**config.mk**
```make
export PLATFORM = sky130hd
export DESIGN_NAME = bpc_csr_regs_flat
export DESIGN_NICKNAME = d
export VERILOG_FILES = /design/src/sv/bpc_pkg.sv /design/src/sv/bpc_if.sv /design/src/sv/bpc_csr_regs.sv /design/src/flat_wrapper.sv
export SDC_FILE = /design/constraint.sdc
export NUM_CORES = 1
export LEC_CHECK = 0
export BUFFER_PORTS_ARGS = -buffer_cell sky130_fd_sc_hd__buf_2
export CAP_MARGIN = 25
export CELL_PAD_IN_SITES_DETAIL_PLACEMENT = 1
export CELL_PAD_IN_SITES_GLOBAL_PLACEMENT = 1
export CORE_UTILIZATION = 40
export DETAILED_ROUTE_END_ITERATION = 8
export MAX_ROUTING_LAYER = met4
export PLACE_DENSITY = 0.87
export SYNTH_ARGS = -nofsm -noshare
export SYNTH_HDL_FRONTEND = slang
export SYNTH_SLANG_ARGS = --single-unit
```
**constraint.sdc**
```tcl
create_clock -name clock -period 2.9 [get_ports clock]
set_input_delay 0.725 -clock clock [delete_from_list [all_inputs] [get_ports clock]]
set_output_delay 0.725 -clock clock [all_outputs]
set_load 0.005 [all_outputs]
```
**src/sv/bpc_pkg.sv**
```systemverilog
// Shared package of the barometric compensation core: field widths, datapath
// widths, scheme constants, the calibration register index codes and their struct.
// Depends on nothing; every other file of the block imports it.
`default_nettype none

package bpc_pkg;

   // Channel field widths.
   localparam int RAW_W      = 24;
   localparam int COEF_W     = 16;
   localparam int CSR_IDX_W  = 3;
   localparam int PRESS_W    = 18;
   localparam int TEMP_OUT_W = 15;

   // Scheme shift amounts.
   localparam int REF_SHIFT       = 8;
   localparam int TEMP_SHIFT      = 23;
   localparam int OFF_SHIFT       = 7;
   localparam int SENS_SHIFT      = 8;
   localparam int T2_SHIFT        = 31;
   localparam int OFF_BASE_SHIFT  = 16;
   localparam int SENS_BASE_SHIFT = 15;
   localparam int PROD_SHIFT      = 21;
   localparam int PRESS_SHIFT     = 15;

   // Scheme temperature thresholds and output limits, in 0.01 degC.
   localparam int TEMP_REF     = 2000;
   localparam int TEMP_VLOW    = -1500;
   localparam int TEMP_OUT_MIN = -8192;
   localparam int TEMP_OUT_MAX = 16383;

   // Internal datapath widths, sized to the value ranges of each quantity.
   localparam int DT_W     = RAW_W + 1;                 // dT, signed
   localparam int TMUL_W   = 42;                        // dT times a coefficient
   localparam int DEV_W    = TMUL_W - TEMP_SHIFT;       // TEMP - 2000 and TEMP
   localparam int OFFP_W   = TMUL_W - OFF_SHIFT;        // C4*dT >> 7
   localparam int SENSP_W  = TMUL_W - SENS_SHIFT;       // C3*dT >> 8
   localparam int T2_W     = 17;                        // dT*dT >> 31
   localparam int DD_W     = T2_SHIFT + T2_W;           // dT*dT
   localparam int SQ_W     = 35;                        // squared deviations
   localparam int OFF2_W   = 38;
   localparam int SENS2_W  = 37;
   localparam int OFF_W    = OFF2_W + 1;                // final OFF, signed
   localparam int SENS_W   = SENS2_W + 1;               // final SENS, signed
   localparam int SPLIT_W  = 19;                        // low slice of SENS
   localparam int PP_W     = 44;                        // partial products
   localparam int PROD_W   = 62;                        // D1*SENS
   localparam int SCALED_W = PROD_W - PROD_SHIFT;
   localparam int DIFF_W   = SCALED_W + 1;
   localparam int PFULL_W  = DIFF_W - PRESS_SHIFT;

   localparam int NUM_STAGES = 7;

   typedef enum logic [CSR_IDX_W-1:0] {
      CSR_SENS        = 3'd0,
      CSR_OFFSET      = 3'd1,
      CSR_SENS_TEMP   = 3'd2,
      CSR_OFFSET_TEMP = 3'd3,
      CSR_REF_TEMP    = 3'd4,
      CSR_TEMP_SLOPE  = 3'd5
   } csr_index_type;

   typedef struct packed {
      logic [COEF_W-1:0] sens;
      logic [COEF_W-1:0] offset;
      logic [COEF_W-1:0] sens_temp;
      logic [COEF_W-1:0] offset_temp;
      logic [COEF_W-1:0] ref_temp;
      logic [COEF_W-1:0] temp_slope;
   } coef_type;

endpackage

`default_nettype wire

```
**src/sv/bpc_if.sv**
```systemverilog
// Valid/ready channel interfaces of the barometric compensation core:
// reading pairs in, compensated results out, and calibration register writes.
// Depends on bpc_pkg for the field widths.
`default_nettype none


interface bpc_csr_if;
   import bpc_pkg::*;

   logic                 valid;
   logic                 ready;
   logic [CSR_IDX_W-1:0] index;
   logic [COEF_W-1:0]    data;

   modport source (output valid, output index, output data, input ready);
   modport sink   (input valid, input index, input data, output ready);
endinterface

`default_nettype wire

```
**src/sv/bpc_csr_regs.sv**
```systemverilog
// Calibration register file of the barometric compensation core (C1 to C6).
// Depends on bpc_pkg and on bpc_csr_if from bpc_if.sv.
`default_nettype none

module bpc_csr_regs (
   input  wire logic              clock,
   input  wire logic              reset,
   bpc_csr_if.sink                csr_if,
   output bpc_pkg::coef_type      csr_coef
);
   import bpc_pkg::*;

   coef_type coef_ff;
   coef_type coef_in;

   // Writes are taken in every cycle outside reset; an index past the last
   // register is dropped.
   assign csr_if.ready = !reset;
   assign csr_coef     = coef_ff;

   always_comb begin
      coef_in = coef_ff;
      if (csr_if.valid) begin
         unique case (csr_index_type'(csr_if.index))
            CSR_SENS:        coef_in.sens        = csr_if.data;
            CSR_OFFSET:      coef_in.offset      = csr_if.data;
            CSR_SENS_TEMP:   coef_in.sens_temp   = csr_if.data;
            CSR_OFFSET_TEMP: coef_in.offset_temp = csr_if.data;
            CSR_REF_TEMP:    coef_in.ref_temp    = csr_if.data;
            CSR_TEMP_SLOPE:  coef_in.temp_slope  = csr_if.data;
            default: ;
         endcase
      end
   end

   always_ff @(posedge clock) begin
      if (reset) begin
         coef_ff <= '0;
      end else begin
         coef_ff <= coef_in;
      end
   end

endmodule

`default_nettype wire

```
**src/flat_wrapper.sv**
```systemverilog
// flat-port wrapper written by rule: the top's interface ports become plain ports
module bpc_csr_regs_flat import bpc_pkg::*;
  (clock, reset, csr_coef, csr_if_valid, csr_if_index, csr_if_data, csr_if_ready);
  bpc_csr_if csr_if_i ();
  input  wire logic clock;
  input  wire logic reset;
  output bpc_pkg::coef_type csr_coef;
  input wire logic [$bits(csr_if_i.valid)-1:0] csr_if_valid;
  input wire logic [$bits(csr_if_i.index)-1:0] csr_if_index;
  input wire logic [$bits(csr_if_i.data)-1:0] csr_if_data;
  output wire logic [$bits(csr_if_i.ready)-1:0] csr_if_ready;
  assign csr_if_i.valid = csr_if_valid;
  assign csr_if_i.index = csr_if_index;
  assign csr_if_i.data = csr_if_data;
  assign csr_if_ready = csr_if_i.ready;
  bpc_csr_regs u_core (.clock(clock), .reset(reset), .csr_if(csr_if_i), .csr_coef(csr_coef));
endmodule
```
==> run metrics, run 1 <==
DP HPWL 6580 um; core area 0.00920 mm^2; Buffers on Ports 118; Post-DP Area 0.00445 mm^2; met2 GRT Util 0.327; Reg area 0.00192 mm^2; Clock Latency Late Sink 0.36 ns; Relative slew margins 0.366; finished layout cell area about 0.0047 mm^2; # H-tree levels 3; CP cell instances buf_2, or4b_1, mux2i_1; Final Cycle Share 0.653; Hold Fails Final Rpt 0; vias in the first global route 2859; setup violators final 0; clock skew 0 ns; Max Slew Vio Count 0; WL/cell about 17 um; CP Buf/Inv Count 1; DP Worst Slack between 0.6 and 0.7 ns; worst path required time 3.18 ns; Avg Cell Area, Syn around 11 um^2; unrepaired setup endpoints after global routing false; DRT Wirelength 9370 um; setup bufs post-CTS 0; vias 2761; Tightest Hold Check Type register to register; Crit. End Element register; Cell Pwr Density 539 mW/mm^2; Worst setup SP type primary input; CP delay by family, top simple AND/OR/NAND/NOR gates; Cells after Synth between 300 and 400; DIE AREA 0.00988 mm^2; crit path to u_core.csr_coef[90]; Setup WS post-layout 1.01 ns; cell row count 35; root buffer cell clkbuf_8; Detailed Routing Iterations Pass 1 4; clk buf depth 2; clk slew on worst S/H paths 0.09 ns; drt via density 4.90; YS warnings 0; Final GP Congestion approximately 0.77; initial antenna violation count 0; first-pass GRT wire length 14900 um; Post-layout nets 469; placed cells 547; die height 99.4 um; Mapped Nets 359; FF-to-FF Start u_core.csr_coef[90]; die width 99.4 um; CP max-delay cell or4b_1; Fmax around 530 MHz; sequential share of the synthesized area 0.506; CTS tree built; GRT overflow 0; total CTS buffers 9; ANT cells 0; area of the multi-input gates roughly 0.0017 mm^2; maxcap violations 0; Power, Total 2.52 mW; GRT Util Overall 0.202; FF-to-FF End u_core.csr_coef[90]; number of flip-flops under the largest register name 96; # hold bufs at CTS 0; FF-to-FF setup slack 2.25 ns; Setup Crit Path Kind primary input to register; pin count of the biggest net entering global routing between 100 and 150; Layout Cells excl Fill around 560; hold_ws 0.474 ns; Cell variety after synth 13; fillers just over 1000; Stages on worst setup path 3; post-synthesis sequential element count 96; synthesized area approximately 0.0038 mm^2; clock sinks 96; post_cts resized 0; Leak 2.51 nW; met3 Usage GRT 0.0337; status completed; Final Util 0.508; CP Data Arrival Time 2.17 ns; Crit. Startpoint csr_if_index[1]; Worst-Margin Slew 0.951 ns; DRC 0; GR met1 Demand/Resource 0.251; io pins 119; R2R cell count 2; fraction of layout cells with a size suffix above 1 0.308; worst-path fanout max 16; initial drt markers 70; Area Overhead vs Synth 23.0%; Max VDD drop ~280 uV; Most Used Layer, Global Route met2; initial core utilization 0.413; TNS Setup 0 ns; fin crit period 1.89 ns; ANT nets after route 0; Max stage delay on crit path 0.97 ns
==> power by group <==
part           total [mW]  internal, mW  switching, mW
Clock               0.972         0.491          0.481
Sequential           1.36          1.35         0.0146
Combinational       0.185        0.0892         0.0960
==> placed cells by master (no fill, tap or decap), drive strengths merged <==
| cell type | count |
|---|---|
| inv | 2 |
| clkbuf | 10 |
| clkinv | 1 |
| nand4b | 2 |
| nand2b | 112 |
| mux2i | 96 |
| nor4bb | 1 |
| or4b | 1 |
| bufinv | 2 |
| buf | 123 |
| clkinvlp | 2 |
| and4b | 1 |
| dfxtp | 96 |
| nand4bb | 3 |
==> cell families after synthesis <==
logic type             after synthesis  share of synthesized area
AND/OR/NAND/NOR                    120                      0.206
flip-flops                          96                      0.506
buffers and inverters               25                     0.0340
multiplexers                        96                      0.253
==> worst register-to-register path, delay by kind of cell, from the launching register on <==
| family | cells | cell delay (ns) |
|---|---|---|
| mux | 1 | 0.16 |
| simple gates | 1 | 0.06 |
| flops | 1 | 0.34 |
==> Yosys cell counts, drive strengths merged <==
cell | count | area share
mux2i | 96 | 0.25
dfxtp | 96 | 0.51
nand4b | 2 | 0.0046
nand4bb | 3 | 0.0089
and4b | 1 | 0.0030
or4b | 1 | 0.0026
clkbuf | 13 | 0.013
nand2b | 112 | 0.18
buf | 11 | 0.020
inv | 1 | 0.00099
nor4bb | 1 | 0.0026
==> area by class of cell <==
cell class	instances	area share
clock buffers	10	0.0273
clock inverters	6	0.0198
inverters	1	0.000804
multi-input cells	216	0.374
flip-flops and latches	96	0.412
well taps	111	0.0297
repair buffers	123	0.137
==> routing by layer <==
layer,vias to the layer above,share of wire
met4,0,0.019
li1,1336,-
met1,1352,0.46
met2,60,0.49
met5,-,0
met3,13,0.028
==> how the worst min path moves through the flow <==
stage,start,end,slack [ns],depth (start not counted)
2_1_floorplan,u_core.csr_coef[31],u_core.csr_coef[31],0.46,2
3_3_place_gp,u_core.csr_coef[36],u_core.csr_coef[36],0.46,2
3_5_place_dp,u_core.csr_coef[46],u_core.csr_coef[46],0.46,2
4_1_cts,u_core.csr_coef[31],u_core.csr_coef[31],0.48,2
5_1_grt,u_core.csr_coef[40],u_core.csr_coef[40],0.50,2
6_report,u_core.csr_coef[31],u_core.csr_coef[31],0.47,2
Power figures use the tool's default switching activity.
==> inputs of run 2 (changes only) <==
CORE_UTILIZATION = 35   (was 40)
PLACE_DENSITY = 0.81   (was 0.87)
clock period = 1.7 ns   (was 2.9 ns; I/O delays follow)
==> run 2 against run 1 <==
Critical path depth is 1 higher; worst hold slack better by 0.0050 ns; largest cell class unchanged; count of clock-buffer cells in the layout stayed put; clock skew stayed put; via count is 0.25% higher; cell count is 5.7% higher; first-iteration DRC count is 36% lower; critical endpoint is now csr_if_ready; clock power is 36% higher.
==> run metrics, run 2 (same netlist as run 1, synthesis figures left out) <==
Max VDD drop 363 uV (+29%); total CTS buffers 9 (unchanged); Relative slew margins 0.730 (+0.364); first-pass GRT wire length 15600 um (+4.5%); Max Slew Vio Count 0 (unchanged); maxcap violations 0 (unchanged); ANT cells 0 (unchanged); vias 2768 (+0.25%); pin count of the biggest net entering global routing 49 (-56%); Worst-Margin Slew 0.405 ns (-0.546 ns); Cell Pwr Density 839 mW/mm^2 (+56%); worst path required time 1.27 ns (-1.91 ns); DRC 0 (unchanged); cell row count 37 (+5.7%); WL/cell 16.4 um (-1.6%); Setup Crit Path Kind primary input to output port; Post-layout nets 476 (+1.5%); Fmax 739 MHz; Layout Cells excl Fill 595 (+5.7%); met3 Usage GRT 0.0270 (-0.00675); CP Data Arrival Time 0.93 ns (-1.24 ns); GRT Util Overall 0.183 (-0.0182); # hold bufs at CTS 0 (unchanged); post_cts resized 0 (unchanged); initial core utilization 0.364 (-0.0483); Final Cycle Share 0.796; DP HPWL 7240 um (+10%); FF-to-FF setup slack 1.05 ns (-1.20 ns); DRT Wirelength 9750 um (+4.0%); setup bufs post-CTS 0 (unchanged); Tightest Hold Check Type register to register; commonest non-fill, non-tap cells in the layout buf_2, nand2b_1, mux2i_1, dfxtp_1, clkbuf_8; Area Overhead vs Synth 25.0%; clk slew on worst S/H paths 0.09 ns (about the same); met2 GRT Util 0.299 (-0.0282); # H-tree levels 3 (unchanged); Hold Fails Final Rpt 0 (unchanged); TNS Setup 0 ns (unchanged); placed cells 579 (+5.9%); ANT nets after route 0 (unchanged); initial antenna violation count 0 (unchanged); Detailed Routing Iterations Pass 1 4 (unchanged); Setup WS post-layout 0.346 ns (-0.659 ns); Leak 2.53 nW (+0.79%); GRT overflow 0 (unchanged); clock skew 0 ns (unchanged); hold_ws 0.479 ns (+0.00504 ns); GR met1 Demand/Resource 0.232 (-0.0194); core area 0.0104 mm^2 (+13%); die width 106 um (+6.8%); vias in the first global route 2928 (+2.4%); Most Used Layer, Global Route met2; DP Worst Slack 0.130 ns (-0.515 ns); die height 106 um (+6.8%); Clock Latency Late Sink 0.34 ns (-0.02 ns); Worst setup SP type primary input; Power, Total 3.98 mW (+58%); fin crit period 1.35 ns; unrepaired setup endpoints after global routing false; number of flip-flops under the largest register name 96 (unchanged); Buffers on Ports 118 (unchanged); clock sinks 96 (unchanged); commonest non-fill, non-tap cell in the layout buf_2; CTS tree built; fraction of layout cells with a size suffix above 1 0.318 (+0.0106); status completed; R2R cell count 2 (unchanged); Hold Crit Depth 2 (unchanged); root buffer cell clkbuf_8; Crit. End Element output port; Final GP Congestion 0.767 (-0.12%); drt via density 4.65 (-5.1%); clk buf depth 2 (unchanged); io pins 119 (unchanged); initial drt markers 45 (-36%); worst-path fanout max 48 (+32); DIE AREA 0.0113 mm^2 (+14%); setup violators final 0 (unchanged)
[run 2: cell types whose count changed in the layout (fill, tap and decap cells not counted)]
cell,before,now
buf_12,1,4
buf_4,4,8
bufinv_16,2,0
clkinv_2,0,1
clkinv_4,1,0
clkinvlp_4,2,4
[run 2: critical path: stages]
cell,delay [ns]
buf_2,0.13
buf_12,0.19
inv_1,0.05
buf_2,0.12
[run 2: worst paths after layout]
check                      start                  end
max                        reset         csr_if_ready
min          u_core.csr_coef[68]  u_core.csr_coef[68]
max reg2reg  u_core.csr_coef[55]  u_core.csr_coef[55]
min reg2reg  u_core.csr_coef[68]  u_core.csr_coef[68]
[run 2: metal layers]
metal	wire length, um	up-vias
met5	0	-
met4	159	0
met3	299	13
met2	4700	63
met1	4590	1344
li1	-	1348
[run 2: final cells by class]
type	count	area (um^2)
inverter	1	3.75
sequential	96	1920
clock buffer	10	128
fill	1186	5670
clock inverter	6	43.8
timing repair buffer	130	731
tap	136	170
multi-input combinational	216	1740
[run 2: stage by stage]
stage / utilization / area (um^2)
6_report: 0.455 / 4740
2_1_floorplan: - / 3790
3_5_place_dp: 0.439 / 4570
4_1_cts: 0.455 / 4740
3_3_place_gp: 0.439 / 4570
5_1_grt: 0.455 / 4740
[run 2: power breakdown]
part	switching (mW)	internal, mW
combinational	0.167	0.165
clock	0.788	0.535
sequential	0.0277	2.30
==> inputs of run 3 (changes only) <==
CORE_UTILIZATION = 39   (was 35)
PLACE_DENSITY = 0.85   (was 0.81)
clock period = 1.4 ns   (was 1.7 ns; I/O delays follow)
==> run 3 against run 2 <==
Via count is 2.9% higher; cell area is 2.6% higher; flip-flop and latch count stayed put; count of clock-buffer cells in the layout stayed put; global-route usage is 2.5 points higher; total power is 28% higher; critical path depth stayed put; sequential power is 22% higher; clock skew stayed put; worst hold slack worse by 0.071 ns; first-iteration DRC count is 11% higher; register-to-register slack worse by 0.35 ns; critical endpoint unchanged.
==> run metrics, run 3 (same netlist as run 1, synthesis figures left out) <==
status completed; worst-path fanout max 25 (-48%); CTS tree built; GRT overflow 0 (unchanged); worst path required time 1.05 ns (-0.22 ns); initial core utilization 0.407 (+0.0425); pin count of the biggest net entering global routing 26 (-47%); CP Data Arrival Time 0.89 ns (-0.04 ns); io pins 119 (unchanged); TNS Setup 0 ns (unchanged); Sw Share 0.238 (-0.00864); initial drt markers 50 (+11%); Leak 2.61 nW (+3.2%); Final Util 0.522 (+0.0665); unrepaired setup endpoints after global routing false; cell row count 35 (-5.4%); maxcap violations 0 (unchanged); die width 101 um (-5.2%); Buffers on Ports 118 (unchanged); fraction of layout cells with a size suffix above 1 0.331 (+0.0131); Final GP Congestion 0.790 (+3.0%); Power, Total 5.11 mW (+28%); vias 2847 (+2.9%); Worst setup SP type primary input; # hold bufs at CTS 0 (unchanged); post_cts resized 0 (unchanged); drt via density 4.79 (+3.0%); commonest non-fill, non-tap cells in the layout buf_2, nand2b_1, mux2i_1, dfxtp_1; setup violators final 0 (unchanged); Relative slew margins 0.729 (-0.00103); WL/cell 16.5 um (+0.66%); register share of total power 0.552 (-0.032); Clock Latency Late Sink 0.35 ns (about the same); Max Slew Vio Count 0 (unchanged); clk slew on worst S/H paths 0.09 ns (about the same); root buffer cell clkbuf_8; total CTS buffers 9 (unchanged); Crit. Startpoint reset; internal power 3.89 mW (+30%); Detailed Routing Iterations Pass 1 4 (unchanged); Max VDD drop 542 uV (+49%); number of flip-flops under the largest register name 96 (unchanged); commonest non-fill, non-tap cell in the layout buf_2; ANT nets after route 0 (unchanged); Post-layout nets 482 (+1.3%); DRC 0 (unchanged); DIE AREA 0.0101 mm^2 (-10%); DRT Wirelength 9800 um (+0.49%); ANT cells 0 (unchanged); Hold Fails Final Rpt 0 (unchanged); Cell Pwr Density 1050 mW/mm^2 (+25%); Final Cycle Share 0.887; FF-to-FF setup slack 0.70 ns (-0.35 ns); Clk network pwr share 0.363 (+0.031); clock sinks 96 (unchanged); Switching Power 1.22 mW (+24%); hold_sp csr_if_data[15]; clk buf depth 2 (unchanged); # H-tree levels 3 (unchanged); core area 0.00933 mm^2 (-10%); fin crit period ~1.2 ns; Area Overhead vs Synth 28.3%; setup bufs post-CTS 0 (unchanged); initial antenna violation count 0 (unchanged); first-pass GRT wire length 15600 um (-0.13%); FF-to-FF Start u_core.csr_coef[1]; clock skew 0 ns (unchanged); GRT Util Overall 0.208 (+0.0245); Logic pwr share 0.085 (+0.002); die height 101 um (-5.2%); Fmax 805 MHz; DP HPWL 7310 um (+0.91%); Worst-Margin Slew 0.407 ns (+0.00154 ns); Crit. End Element output port; Setup Crit Path Kind primary input to output port; vias in the first global route 2947 (+0.65%); Tightest Hold Check Type primary input to register
## run 3: cell types whose count changed in the layout (fill, tap and decap cells not counted), sizes merged
cell / before / now
clkinv: 1 / 4
buf: 130 / 136
clkinvlp: 4 / 1
inv: 2 / 1
bufinv: 0 / 1
## run 3: metrics by stage
step	std cells	instance area, um^2	hold slack, ns	setup WS (ns)
final	594	4870	0.408	0.158
after global routing	594	4870	0.428	0.121
after CTS	594	4870	0.391	0.144
after detailed placement	578	4660	0.465	-0.101
after global placement	578	4660	0.456	-0.0720
after floorplan	337	3800	0.465	0.0149
## run 3: path summary, 6_finish.rpt
| path | cells after the start | end |
|---|---|---|
| max | 4 | csr_if_ready |
| min | 3 | u_core.csr_coef[47] |
| max reg2reg | 2 | u_core.csr_coef[1] |
| min reg2reg | 2 | u_core.csr_coef[41] |
## run 3: layout make-up
cell class / count / area, um^2
clock buffer: 10 / 138
clock inverter: 6 / 68.8
fill: 1072 / 4460
inverter: 1 / 3.75
multi-input combinational: 216 / 1750
sequential: 96 / 1920
tap: 129 / 161
timing repair buffer: 136 / 826
## run 3: worst max-delay path, cell delays in order
cell	delay (ns)
buf_2	0.20
buf_12	0.18
inv_1	0.04
buf_2	0.11
## run 3: metal layers
metal | global-route usage | vias to the layer above | part of all wire
li1 | - | 1362 | -
met1 | 0.260 | 1411 | 0.45
met2 | 0.345 | 60 | 0.50
met3 | 0.0257 | 14 | 0.025
met4 | 0.0780 | 0 | 0.016
met5 | - | - | 0
## run 3: power groups by stage
stage | Combinational, mW | Sequential [mW] | Clock [mW]
after floorplan | 0.221 | 2.89 | 0
after global placement | 0.424 | 2.88 | 0
after detailed placement | 0.440 | 2.88 | 0
after CTS | 0.441 | 2.82 | 1.92
after global routing | 0.470 | 2.83 | 2.03
final | 0.436 | 2.82 | 1.85
